<file path="src/rtl/integer_text_formatter_top_assert.svh">
// assertion macros for the integer text formatter top level
// no dependencies; define NO_ASSERTIONS to compile the checks out
`ifndef INTEGER_TEXT_FORMATTER_TOP_ASSERT_SVH
`define INTEGER_TEXT_FORMATTER_TOP_ASSERT_SVH
`ifndef NO_ASSERTIONS
`define ITF_ASSERT_IMPL(label, ante, cons) \
   label: assert property (@(posedge clock) disable iff (reset) (ante) |-> (cons)) \
      else $error("itf assertion failed");
`define ITF_ASSERT_NEXT(label, ante, cons) \
   label: assert property (@(posedge clock) disable iff (reset) (ante) |=> (cons)) \
      else $error("itf assertion failed");
`else
`define ITF_ASSERT_IMPL(label, ante, cons)
`define ITF_ASSERT_NEXT(label, ante, cons)
`endif
`endif

</file>
<file path="src/rtl/itf_pkg.sv">
// shared types, widths and character codes of the integer text formatter
// no dependencies
package itf_pkg;

   localparam int VALUE_W   = 64;
   localparam int MAX_CHARS = 64;
   localparam int CNT_W     = $clog2(MAX_CHARS + 1);
   localparam int POS_W     = 8;
   localparam int NDIG_MAX  = 20;
   localparam int NDIG_W    = $clog2(NDIG_MAX + 1);
   localparam int DIG_W     = 4 * NDIG_MAX;
   localparam int STEP_W    = $clog2(VALUE_W);

   localparam logic [1:0] KIND_DEC  = 2'd0;
   localparam logic [1:0] KIND_LHEX = 2'd1;
   localparam logic [1:0] KIND_UHEX = 2'd2;
   localparam logic [1:0] KIND_PTR  = 2'd3;

   localparam logic [1:0] SIGN_NONE  = 2'd0;
   localparam logic [1:0] SIGN_PLUS  = 2'd1;
   localparam logic [1:0] SIGN_MINUS = 2'd2;
   localparam logic [1:0] SIGN_SPACE = 2'd3;

   localparam logic [7:0] CHAR_NUL   = 8'h00;
   localparam logic [7:0] CHAR_ZERO  = 8'h30;
   localparam logic [7:0] CHAR_PLUS  = 8'h2B;
   localparam logic [7:0] CHAR_MINUS = 8'h2D;
   localparam logic [7:0] CHAR_SPACE = 8'h20;
   localparam logic [7:0] CHAR_LX    = 8'h78;
   localparam logic [7:0] CHAR_UX    = 8'h58;
   localparam logic [7:0] CHAR_LA    = 8'h61;
   localparam logic [7:0] CHAR_UA    = 8'h41;

   typedef struct packed {
      logic [63:0] value;
      logic [1:0]  kind;
      logic        alt_form;
      logic [1:0]  sign_char;
      logic [6:0]  field_width;
      logic [5:0]  min_digits;
      logic        precision_given;
      logic        left_align;
      logic        zero_fill;
   } req_type;

   typedef struct packed {
      logic [7:0] out_char;
      logic       no_char;
      logic       last;
      logic [6:0] char_count;
   } rsp_type;

   typedef struct packed {
      logic              done;
      logic [DIG_W-1:0]  digits;
      logic [NDIG_W-1:0] ndig;
   } conv_result_type;

   function automatic logic [7:0] digit_char(input logic [3:0] d, input logic upper);
      if (d < 4'd10) begin
         return CHAR_ZERO + {4'b0, d};
      end else begin
         return (upper ? CHAR_UA : CHAR_LA) + {4'b0, d} - 8'd10;
      end
   endfunction

endpackage

</file>
<file path="src/rtl/itf_digit_conv.sv">
// bit-serial binary to digit converter: shift-add bcd for decimal, plain shift for hex
// then a nibble-serial pass that drops leading zero digits; uses itf_pkg
module itf_digit_conv (
   input  logic                          clock,
   input  logic                          reset,
   input  logic                          start,
   input  logic [itf_pkg::VALUE_W-1:0]   value,
   input  logic                          decimal,
   output itf_pkg::conv_result_type      result
);

   localparam logic [1:0] ST_IDLE = 2'd0;
   localparam logic [1:0] ST_CONV = 2'd1;
   localparam logic [1:0] ST_NORM = 2'd2;

   logic [1:0]                    state_ff, state_in;
   logic [itf_pkg::VALUE_W-1:0]   val_ff, val_in;
   logic [itf_pkg::DIG_W-1:0]     bcd_ff, bcd_in;
   logic [itf_pkg::DIG_W-1:0]     adj;
   logic [itf_pkg::STEP_W-1:0]    step_ff, step_in;
   logic [itf_pkg::NDIG_W-1:0]    ndig_ff, ndig_in;
   logic                          dec_ff, dec_in;
   logic                          shift_norm;

   always_comb begin
      for (int i = 0; i < itf_pkg::NDIG_MAX; i++) begin
         if (dec_ff && bcd_ff[4*i +: 4] >= 4'd5) begin
            adj[4*i +: 4] = bcd_ff[4*i +: 4] + 4'd3;
         end else begin
            adj[4*i +: 4] = bcd_ff[4*i +: 4];
         end
      end
   end

   assign shift_norm = (bcd_ff[itf_pkg::DIG_W-1 -: 4] == 4'd0) &&
                       (ndig_ff > itf_pkg::NDIG_W'(1));

   always_comb begin
      state_in = state_ff;
      val_in   = val_ff;
      bcd_in   = bcd_ff;
      step_in  = step_ff;
      ndig_in  = ndig_ff;
      dec_in   = dec_ff;
      unique case (state_ff)
         ST_IDLE: begin
            if (start) begin
               val_in   = value;
               dec_in   = decimal;
               bcd_in   = '0;
               step_in  = '0;
               state_in = ST_CONV;
            end
         end
         ST_CONV: begin
            bcd_in  = {adj[itf_pkg::DIG_W-2:0], val_ff[itf_pkg::VALUE_W-1]};
            val_in  = {val_ff[itf_pkg::VALUE_W-2:0], 1'b0};
            step_in = step_ff + 1'b1;
            if (step_ff == itf_pkg::STEP_W'(itf_pkg::VALUE_W - 1)) begin
               ndig_in  = itf_pkg::NDIG_W'(itf_pkg::NDIG_MAX);
               state_in = ST_NORM;
            end
         end
         ST_NORM: begin
            if (shift_norm) begin
               bcd_in  = {bcd_ff[itf_pkg::DIG_W-5:0], 4'd0};
               ndig_in = ndig_ff - 1'b1;
            end else begin
               state_in = ST_IDLE;
            end
         end
         default: begin
            state_in = ST_IDLE;
         end
      endcase
   end

   always_ff @(posedge clock) begin
      if (reset) begin
         state_ff <= ST_IDLE;
      end else begin
         state_ff <= state_in;
      end
      val_ff  <= val_in;
      bcd_ff  <= bcd_in;
      step_ff <= step_in;
      ndig_ff <= ndig_in;
      dec_ff  <= dec_in;
   end

   assign result.done   = (state_ff == ST_NORM) && !shift_norm;
   assign result.digits = bcd_ff;
   assign result.ndig   = ndig_ff;

endmodule

</file>
<file path="src/rtl/itf_emitter.sv">
// layout of the converted text and character-serial output with its beat register
// uses itf_pkg; digits arrive normalized from itf_digit_conv
module itf_emitter (
   input  logic                      clock,
   input  logic                      reset,
   input  itf_pkg::conv_result_type  conv,
   input  itf_pkg::req_type          fmt,
   output logic                      done,
   output logic                      rsp_valid,
   input  logic                      rsp_ready,
   output itf_pkg::rsp_type          rsp_payload
);

   localparam logic [1:0] ST_IDLE  = 2'd0;
   localparam logic [1:0] ST_SIZE  = 2'd1;
   localparam logic [1:0] ST_PLACE = 2'd2;
   localparam logic [1:0] ST_RUN   = 2'd3;

   localparam int PW = itf_pkg::POS_W;
   localparam int CW = itf_pkg::CNT_W;

   logic [1:0]                  state_ff, state_in;
   logic [itf_pkg::DIG_W-1:0]   dig_ff, dig_in;
   logic [itf_pkg::NDIG_W-1:0]  ndig_ff, ndig_in;
   logic [PW-1:0]               nd_ff, nd_in;
   logic [PW-1:0]               plen_ff, plen_in;
   logic [PW-1:0]               pz_ff, pz_in;
   logic [PW-1:0]               body_ff, body_in;
   logic [7:0]                  pre0_ff, pre0_in;
   logic [7:0]                  pre1_ff, pre1_in;
   logic                        upper_ff, upper_in;
   logic [PW-1:0]               b1_ff, b1_in, b2_ff, b2_in, b3_ff, b3_in;
   logic [PW-1:0]               b4_ff, b4_in, b5_ff, b5_in;
   logic [CW-1:0]               total_ff, total_in;
   logic [CW-1:0]               idx_ff, idx_in;
   logic                        rsp_valid_ff, rsp_valid_in;
   itf_pkg::rsp_type            rsp_ff, rsp_in;

   logic [PW-1:0] prec, pad, lead, zpad, longest, width_x, pos;
   logic          nz, hexpre, zmode, load, fin;
   logic [7:0]    ch;

   always_comb begin
      prec    = fmt.precision_given ? {2'b0, fmt.min_digits} : '0;
      nz      = |fmt.value;
      hexpre  = (fmt.kind == itf_pkg::KIND_PTR) ||
                (fmt.alt_form && nz &&
                 (fmt.kind == itf_pkg::KIND_LHEX || fmt.kind == itf_pkg::KIND_UHEX));
      width_x = {1'b0, fmt.field_width};
      zmode   = !fmt.left_align && fmt.zero_fill && !fmt.precision_given;
      pad     = (width_x > body_ff) ? width_x - body_ff : '0;
      longest = (width_x > body_ff) ? width_x : body_ff;
      lead    = (!fmt.left_align && !zmode) ? pad : '0;
      zpad    = zmode ? pad : '0;
      pos     = PW'(idx_ff);
      fin     = (CW'(idx_ff + 1'b1) == total_ff);
      load    = (state_ff == ST_RUN) && (!rsp_valid_ff || rsp_ready);
      if (pos < b1_ff) begin
         ch = itf_pkg::CHAR_SPACE;
      end else if (pos < b2_ff) begin
         ch = (pos == b1_ff) ? pre0_ff : pre1_ff;
      end else if (pos < b4_ff) begin
         ch = itf_pkg::CHAR_ZERO;
      end else if (pos < b5_ff) begin
         ch = itf_pkg::digit_char(dig_ff[itf_pkg::DIG_W-1 -: 4], upper_ff);
      end else begin
         ch = itf_pkg::CHAR_SPACE;
      end
   end

   always_comb begin
      state_in     = state_ff;
      dig_in       = dig_ff;
      ndig_in      = ndig_ff;
      nd_in        = nd_ff;
      plen_in      = plen_ff;
      pz_in        = pz_ff;
      body_in      = body_ff;
      pre0_in      = pre0_ff;
      pre1_in      = pre1_ff;
      upper_in     = upper_ff;
      b1_in        = b1_ff;
      b2_in        = b2_ff;
      b3_in        = b3_ff;
      b4_in        = b4_ff;
      b5_in        = b5_ff;
      total_in     = total_ff;
      idx_in       = idx_ff;
      rsp_in       = rsp_ff;
      rsp_valid_in = rsp_ready ? 1'b0 : rsp_valid_ff;
      done         = 1'b0;
      unique case (state_ff)
         ST_IDLE: begin
            if (conv.done) begin
               dig_in   = conv.digits;
               ndig_in  = conv.ndig;
               state_in = ST_SIZE;
            end
         end
         ST_SIZE: begin
            if (fmt.precision_given && fmt.min_digits == 6'd0 && !nz) begin
               nd_in = '0;
            end else begin
               nd_in = PW'(ndig_ff);
            end
            upper_in = (fmt.kind == itf_pkg::KIND_UHEX);
            if (hexpre) begin
               plen_in = PW'(2);
               pre0_in = itf_pkg::CHAR_ZERO;
               pre1_in = (fmt.kind == itf_pkg::KIND_UHEX) ? itf_pkg::CHAR_UX
                                                         : itf_pkg::CHAR_LX;
            end else begin
               pre1_in = itf_pkg::CHAR_NUL;
               unique case (fmt.sign_char)
                  itf_pkg::SIGN_PLUS:  pre0_in = itf_pkg::CHAR_PLUS;
                  itf_pkg::SIGN_MINUS: pre0_in = itf_pkg::CHAR_MINUS;
                  itf_pkg::SIGN_SPACE: pre0_in = itf_pkg::CHAR_SPACE;
                  default:             pre0_in = itf_pkg::CHAR_NUL;
               endcase
               plen_in = (fmt.sign_char != itf_pkg::SIGN_NONE) ? PW'(1) : '0;
            end
            if (fmt.kind != itf_pkg::KIND_PTR && prec > nd_in) begin
               pz_in = prec - nd_in;
            end else begin
               pz_in = '0;
            end
            body_in  = plen_in + pz_in + nd_in;
            state_in = ST_PLACE;
         end
         ST_PLACE: begin
            b1_in    = lead;
            b2_in    = lead + plen_ff;
            b3_in    = b2_in + zpad;
            b4_in    = b3_in + pz_ff;
            b5_in    = b4_in + nd_ff;
            total_in = (longest > PW'(itf_pkg::MAX_CHARS)) ? CW'(itf_pkg::MAX_CHARS)
                                                          : CW'(longest);
            idx_in   = '0;
            state_in = ST_RUN;
         end
         ST_RUN: begin
            if (load) begin
               rsp_valid_in = 1'b1;
               if (total_ff == '0) begin
                  rsp_in.out_char   = itf_pkg::CHAR_NUL;
                  rsp_in.no_char    = 1'b1;
                  rsp_in.last       = 1'b1;
                  rsp_in.char_count = '0;
                  state_in          = ST_IDLE;
                  done              = 1'b1;
               end else begin
                  rsp_in.out_char   = ch;
                  rsp_in.no_char    = 1'b0;
                  rsp_in.last       = fin;
                  rsp_in.char_count = fin ? 7'(total_ff) : 7'd0;
                  idx_in            = idx_ff + 1'b1;
                  if (pos >= b4_ff && pos < b5_ff) begin
                     dig_in = {dig_ff[itf_pkg::DIG_W-5:0], 4'd0};
                  end
                  if (fin) begin
                     state_in = ST_IDLE;
                     done     = 1'b1;
                  end
               end
            end
         end
         default: begin
            state_in = ST_IDLE;
         end
      endcase
   end

   always_ff @(posedge clock) begin
      if (reset) begin
         state_ff     <= ST_IDLE;
         rsp_valid_ff <= 1'b0;
      end else begin
         state_ff     <= state_in;
         rsp_valid_ff <= rsp_valid_in;
      end
      dig_ff   <= dig_in;
      ndig_ff  <= ndig_in;
      nd_ff    <= nd_in;
      plen_ff  <= plen_in;
      pz_ff    <= pz_in;
      body_ff  <= body_in;
      pre0_ff  <= pre0_in;
      pre1_ff  <= pre1_in;
      upper_ff <= upper_in;
      b1_ff    <= b1_in;
      b2_ff    <= b2_in;
      b3_ff    <= b3_in;
      b4_ff    <= b4_in;
      b5_ff    <= b5_in;
      total_ff <= total_in;
      idx_ff   <= idx_in;
      rsp_ff   <= rsp_in;
   end

   assign rsp_valid   = rsp_valid_ff;
   assign rsp_payload = rsp_ff;

endmodule

</file>
<file path="src/rtl/integer_text_formatter_top.sv">
// integer text formatter: printf-style integer conversion, one character per beat
// uses itf_pkg, itf_digit_conv, itf_emitter and integer_text_formatter_top_assert.svh
//
// req channel: one beat carries a 64-bit value and its format settings.
// rsp channel: one beat per output character; the last beat of a conversion has
// last set and the character count; an empty conversion gives one beat with
// no_char and last set.
// the value is shifted in one bit per cycle, leading zero digits are then
// dropped one digit per cycle, the emitter then takes the digits over, lays out
// the text in its sizing and placing states, and registers the first character.
// only one conversion is in flight at a time, and it gives at most 64 characters.
// req_ready is high while no conversion is in flight; the next request is taken
// while the last character still waits in the output register.
// a stalled receiver holds the output register and the character sequencer.
// reset is synchronous and returns the block to idle with no beat pending.
`include "integer_text_formatter_top_assert.svh"

module integer_text_formatter_top (
   input  logic              clock,
   input  logic              reset,
   input  logic              req_valid,
   output logic              req_ready,
   input  itf_pkg::req_type  req_payload,
   output logic              rsp_valid,
   input  logic              rsp_ready,
   output itf_pkg::rsp_type  rsp_payload
);

   logic                      busy_ff, busy_in;
   itf_pkg::req_type          req_ff, req_in;
   itf_pkg::conv_result_type  conv;
   logic                      accept, emit_done;

   assign req_ready = !busy_ff;
   assign accept    = req_valid && req_ready;

   always_comb begin
      busy_in = busy_ff;
      req_in  = req_ff;
      if (accept) begin
         busy_in = 1'b1;
         req_in  = req_payload;
      end else if (emit_done) begin
         busy_in = 1'b0;
      end
   end

   always_ff @(posedge clock) begin
      if (reset) begin
         busy_ff <= 1'b0;
      end else begin
         busy_ff <= busy_in;
      end
      req_ff <= req_in;
   end

   itf_digit_conv u_conv (
      .clock   (clock),
      .reset   (reset),
      .start   (accept),
      .value   (req_payload.value),
      .decimal (req_payload.kind == itf_pkg::KIND_DEC),
      .result  (conv)
   );

   itf_emitter u_emit (
      .clock       (clock),
      .reset       (reset),
      .conv        (conv),
      .fmt         (req_ff),
      .done        (emit_done),
      .rsp_valid   (rsp_valid),
      .rsp_ready   (rsp_ready),
      .rsp_payload (rsp_payload)
   );

   `ITF_ASSERT_IMPL(a_empty_is_last, rsp_valid && rsp_payload.no_char, rsp_payload.last)
   `ITF_ASSERT_IMPL(a_count_only_on_last, rsp_valid && !rsp_payload.last, rsp_payload.char_count == 7'd0)
   `ITF_ASSERT_NEXT(a_busy_after_accept, req_valid && req_ready, !req_ready)
   `ITF_ASSERT_IMPL(a_count_bound, rsp_valid && rsp_payload.last && !rsp_payload.no_char, rsp_payload.char_count != 7'd0 && rsp_payload.char_count <= 7'(itf_pkg::MAX_CHARS))

endmodule

</file>
<file path="config.mk">
export PLATFORM = sky130hd
export DESIGN_NAME = integer_text_formatter_top
export DESIGN_NICKNAME = d
export VERILOG_FILES = /design/src/rtl/itf_pkg.sv /design/src/rtl/itf_digit_conv.sv /design/src/rtl/itf_emitter.sv /design/src/rtl/integer_text_formatter_top.sv
export VERILOG_INCLUDE_DIRS = /design/src /design/src/rtl
export SDC_FILE = /design/constraint.sdc
export NUM_CORES = 1
export LEC_CHECK = 0
export BUFFER_PORTS_ARGS = -buffer_cell sky130_fd_sc_hd__buf_4
export CAP_MARGIN = 0
export CORE_MARGIN = 2
export CORE_UTILIZATION = 56
export CTS_CLUSTER_DIAMETER = 100
export DETAILED_ROUTE_END_ITERATION = 16
export PLACE_DENSITY = 0.75
export SLEW_MARGIN = 0
export SYNTH_ARGS = -nofsm -noshare
export SYNTH_HDL_FRONTEND = slang
export SYNTH_SLANG_ARGS = --single-unit
</file>
<file path="constraint.sdc">
create_clock -name clock -period 6.6 [get_ports clock]
set_input_delay 1.32 -clock clock [delete_from_list [all_inputs] [get_ports clock]]
set_output_delay 1.32 -clock clock [all_outputs]
set_load 0.03 [all_outputs]
</file>
==> out/summary.json <==
{
  "outcome": {"value": "complete, no violations"},
  "clock_sink_count": {"value": 425},
  "post_route_cells_drive_above_1_share": {"value": 17.2, "unit": "%"},
  "grt-busiest-layer": {"value": "met2"},
  "fin_util": {"value": 64.2, "unit": "%"},
  "drt_first_pass_iters": {"value": 5},
  "tns": {"value": 0, "unit": "ns"},
  "synthAdderAreaFrac": {"value": 8.23, "unit": "%"},
  "holdPathEnd": {"value": "u_emit.ndig_ff[1]"},
  "part_of_the_cycle_the_worst_path_needs": {"value": 81.2, "unit": "%"},
  "rr_worst_depth": {"value": 24},
  "cp-start-kind": {"value": "register"},
  "finalSetupViolations": {"value": 0},
  "setup_ws": {"value": 1.24, "unit": "ns"},
  "ys_top_cells_by_area": {"value": "sky130_fd_sc_hd__edfxtp_1, sky130_fd_sc_hd__ha_1, sky130_fd_sc_hd__mux2_2, sky130_fd_sc_hd__xnor2_1, sky130_fd_sc_hd__inv_1"},
  "placed_cells_incl_taps": {"value": 2246},
  "post_synth_mux_area_share": {"value": 5.92, "unit": "%"},
  "grt_antenna_before_repair": {"value": 1},
  "crit_path_max_fanout": {"value": 4},
  "grt_pass1_wl": {"value": 68.2, "unit": "mm"},
  "synth_xor_area_share": {"value": 4.74, "unit": "%"},
  "postSynthAreaPerCell": {"value": 12.9, "unit": "um2"},
  "die_y": {"value": 200, "unit": "um"},
  "relSlewSlack": {"value": 24.2, "unit": "%"},
  "worst_hold_path_type": {"value": "register to register"},
  "clk_transition_reported_paths": {"value": 0.06, "unit": "ns"},
  "final_cells": {"value": 2324},
  "detail_route.iter0.violations": {"value": 861},
  "clk_path_buf_depth": {"value": 3},
  "synth_warnings": {"value": 0},
  "areaGrowthSynthToFinish": {"value": 12.5, "unit": "%"},
  "worst-setup-path-type": {"value": "register to register"},
  "synthSimpleGateAreaFrac": {"value": 10.1, "unit": "%"},
  "fin_skew": {"value": 0.0202, "unit": "ns"},
  "critical_path.reg2reg.endpoint": {"value": "u_emit.b5_ff[7]"},
  "ys_seq_area_share": {"value": 58.8, "unit": "%"},
  "residual_overflow_from_global_routing": {"value": 0},
  "portBuffers": {"value": 106},
  "asyncSetResetFlopFracSynth": {"value": 0, "unit": "%"},
  "final.fill_count": {"value": 2814},
  "wirelength_routed": {"value": 41.0, "unit": "mm"},
  "critPathCaptureType": {"value": "register"},
  "ys_seq_elements": {"value": 425},
  "slew_at_the_pin_with_the_worst_max_slew_slack": {"value": 1.14, "unit": "ns"},
  "cts_buffers": {"value": 44},
  "yosysTopAreaCell": {"value": "sky130_fd_sc_hd__edfxtp_1"},
  "finalCriticalPeriod": {"value": 5.36, "unit": "ns"},
  "cellPowerDensity": {"value": 346, "unit": "mW/mm2"},
  "use_met3": {"value": 4.62, "unit": "%"},
  "grt_setup_unrepaired": {"value": "false"},
  "synth_top_area_share": {"value": 58.3, "unit": "%"},
  "pin_count_of_the_biggest_net_entering_global_routing": {"value": 90},
  "synth-edff-count": {"value": 419},
  "whs_path_depth": {"value": 0},
  "worst_path_dominant_cell_family": {"value": "adder cells"},
  "dp_slack": {"value": 1.32, "unit": "ns"},
  "num-nets-final": {"value": 2003},
  "synth_top_family_by_area": {"value": "simple AND/OR/NAND/NOR gates"},
  "cp_num_buf_inv": {"value": 4},
  "insertion_delay": {"value": 0.58, "unit": "ns"},
  "critical_path_required": {"value": 6.91, "unit": "ns"},
  "die_area": {"value": 0.0401, "unit": "mm2"},
  "core_region_area": {"value": 0.0378, "unit": "mm2"},
  "synth.cell_area": {"value": 0.0216, "unit": "mm2"},
  "synth-main-ff-cell": {"value": "sky130_fd_sc_hd__edfxtp_1"},
  "synth_compound_area_share": {"value": 8.71, "unit": "%"},
  "drt.antenna.violating_nets": {"value": 0},
  "arrival": {"value": 5.67, "unit": "ns"},
  "vias_in_the_first_global_route": {"value": 13300},
  "cts_post_setup_buffers_inserted": {"value": 0},
  "multi_input_area": {"value": 0.00819, "unit": "mm2"},
  "i_o_pins": {"value": 108},
  "route.vias.total": {"value": 13000},
  "drt_drc_violations_left": {"value": 0},
  "routed_wire_length_per_instance": {"value": 17.6, "unit": "um"},
  "critical_path.max_stage_delay": {"value": 0.56, "unit": "ns"},
  "gp_routability_congestion": {"value": 0.895},
  "htree_levels": {"value": 2},
  "viasPerCell": {"value": 5.60},
  "grt_usage": {"value": 20.9, "unit": "%"},
  "cts_root_buffer": {"value": "sky130_fd_sc_hd__clkbuf_16"},
  "timing.critical_path.slowest_stage_cell": {"value": "sky130_fd_sc_hd__fa_1"},
  "max-vdd-ir-drop": {"value": 210, "unit": "uV"},
  "synth.distinct_cells": {"value": 68},
  "max_freq": {"value": 0.187, "unit": "GHz"},
  "place.detailed.hpwl": {"value": 27.5, "unit": "mm"},
  "report.final.slew_viol_count": {"value": 0},
  "area.sequential": {"value": 0.0127, "unit": "mm2"},
  "groute.layer.met1.usage": {"value": 27.3, "unit": "%"},
  "rr_startpoint": {"value": "req_ff[9]"},
  "critical_path.cell_chain": {"value": "inv_1 > ha_1 > inv_1 > fa_1 > nand3_1 > a21oi_1 > o21ai_2 > nand2b_2 > nor2_1 > ha_1 > fa_1 > xor2_1 > inv_1 > fa_1 > inv_1 > ha_1 > a21o_1 > a21oi_1 > xnor2_1 > ha_1 > nand2_1 > o21ai_0 > nand3_1 > xnor3_1"},
  "globalRouteMet2Util": {"value": 34.5, "unit": "%"},
  "tritoncts_clock_tree": {"value": "built"},
  "synth_cells": {"value": 1673},
  "fp-row-count": {"value": 71},
  "initial_utilization": {"value": 57.1, "unit": "%"},
  "maxCapViolations": {"value": 0},
  "cts.hold.buffers_added": {"value": 0},
  "cts_repair_resize_count": {"value": 0},
  "worstHoldStart": {"value": "u_conv.ndig_ff[1]"},
  "final-hold-violation-count": {"value": 0},
  "p_leak": {"value": 9.04, "unit": "nW"},
  "pnr_total_power": {"value": 8.41, "unit": "mW"},
  "horizontal_extent_of_the_die": {"value": 200, "unit": "um"},
  "antenna_cells_inserted": {"value": 0},
  "reg2reg_setup_slack": {"value": 1.24, "unit": "ns"}
}
[report_power, final]
| part | total (mW) | internal, mW | switching, mW |
|---|---|---|---|
| Sequential | 4.04 | 3.75 | 0.292 |
| Clock | 2.34 | 1.32 | 1.03 |
| Combinational | 2.03 | 0.824 | 1.20 |
[flip-flops by register name, summed over array words and instances, names as in the netlist, 7 cells and up]
signal,count
u_emit.total_ff,7
u_conv.val_ff,64
u_emit.b5_ff,8
req_ff,85
u_emit.body_ff,8
u_emit.b2_ff,8
u_emit.b1_ff,8
u_emit.idx_ff,7
u_emit.b4_ff,8
u_emit.dig_ff,80
u_conv.bcd_ff,80
u_emit.pz_ff,8
u_emit.rsp_payload,16
[cells in the final DEF (no fill, tap or decap), types with 3 or more instances in the layout]
master and n:
sky130_fd_sc_hd__nand2b_1 30, sky130_fd_sc_hd__edfxtp_1 419, sky130_fd_sc_hd__a21o_1 18, sky130_fd_sc_hd__fa_1 15, sky130_fd_sc_hd__o21ai_0 58, sky130_fd_sc_hd__and2_1 26, sky130_fd_sc_hd__clkinv_2 12, sky130_fd_sc_hd__a211oi_1 8
sky130_fd_sc_hd__nand3_1 18, sky130_fd_sc_hd__a22oi_1 61, sky130_fd_sc_hd__mux2_2 102, sky130_fd_sc_hd__and3_1 11, sky130_fd_sc_hd__o21bai_1 4, sky130_fd_sc_hd__nand2_1 103, sky130_fd_sc_hd__nor3_1 24, sky130_fd_sc_hd__buf_4 117
sky130_fd_sc_hd__o21a_1 4, sky130_fd_sc_hd__a21boi_0 17, sky130_fd_sc_hd__xor2_1 33, sky130_fd_sc_hd__xnor3_1 4, sky130_fd_sc_hd__a21oi_1 54, sky130_fd_sc_hd__xnor2_1 69, sky130_fd_sc_hd__nor4_1 19, sky130_fd_sc_hd__nor2_1 74
sky130_fd_sc_hd__inv_1 136, sky130_fd_sc_hd__clkbuf_16 44, sky130_fd_sc_hd__ha_1 114, sky130_fd_sc_hd__clkinv_1 8, sky130_fd_sc_hd__nor3b_1 3, sky130_fd_sc_hd__nor2b_1 76, sky130_fd_sc_hd__clkbuf_1 9, sky130_fd_sc_hd__nand4_1 12
sky130_fd_sc_hd__or2_2 4, sky130_fd_sc_hd__o211ai_1 35, sky130_fd_sc_hd__mux2i_1 13, sky130_fd_sc_hd__dfxtp_1 6
[stage by stage]
step,area [um2],hold WS [ns]
global placement,22900,0.470
floorplan,21600,0.448
global route,24300,0.534
CTS,24300,0.509
detailed placement,22900,0.483
finish,24300,0.520
[synthesized netlist by cell type (all sizes together) (33+ instances only)]
cell	n
edfxtp	419
nor2b	76
clkbuf	51
inv	137
ha	118
o211ai	35
xor2	33
o21ai	60
nor2	74
a22oi	62
xnor2	70
nand2	104
mux2	102
a21oi	57
[kinds of logic (layout without fill, tap and decap cells)]
| group | Yosys count | after routing |
|---|---|---|
| adder cells (fa/ha/maj) | 133 | 133 |
| other | 1 | 2 |
| AO/OA/AOI/OAI | 280 | 280 |
| AND/OR/NAND/NOR | 417 | 417 |
| flip-flops | 425 | 425 |
| XOR/XNOR | 108 | 108 |
| buffers and inverters | 194 | 333 |
| multiplexers | 115 | 115 |
[routing by layer]
metal	share of wire (%)	vias to the layer above
met5	0.024	-
met4	2.8	2
met3	6.2	65
met2	48	302
met1	43	6349
li1	-	6285
[how the worst max path moves through the flow]
stage,endpoint,cells after the start,startpoint,slack (ns)
after floorplan,u_emit.dig_ff[0],5,rsp_ready,0.37
after CTS,u_emit.b5_ff[7],24,req_ff[9],1.27
after global placement,u_emit.b5_ff[7],24,req_ff[9],1.42
after global routing,u_emit.b5_ff[7],24,req_ff[9],0.80
final,u_emit.b5_ff[7],24,req_ff[9],1.24
after detailed placement,u_emit.b5_ff[7],24,req_ff[9],1.32
[layout make-up]
type	instances	share of cell area (%)
timing repair buffer	117	3.62
clock buffer	53	4.67
inverter	138	2.14
tap	511	2.63
sequential	425	52.3
multi-input combinational	1055	33.7
clock inverter	25	0.927
(Power assumes the default switching activity.)
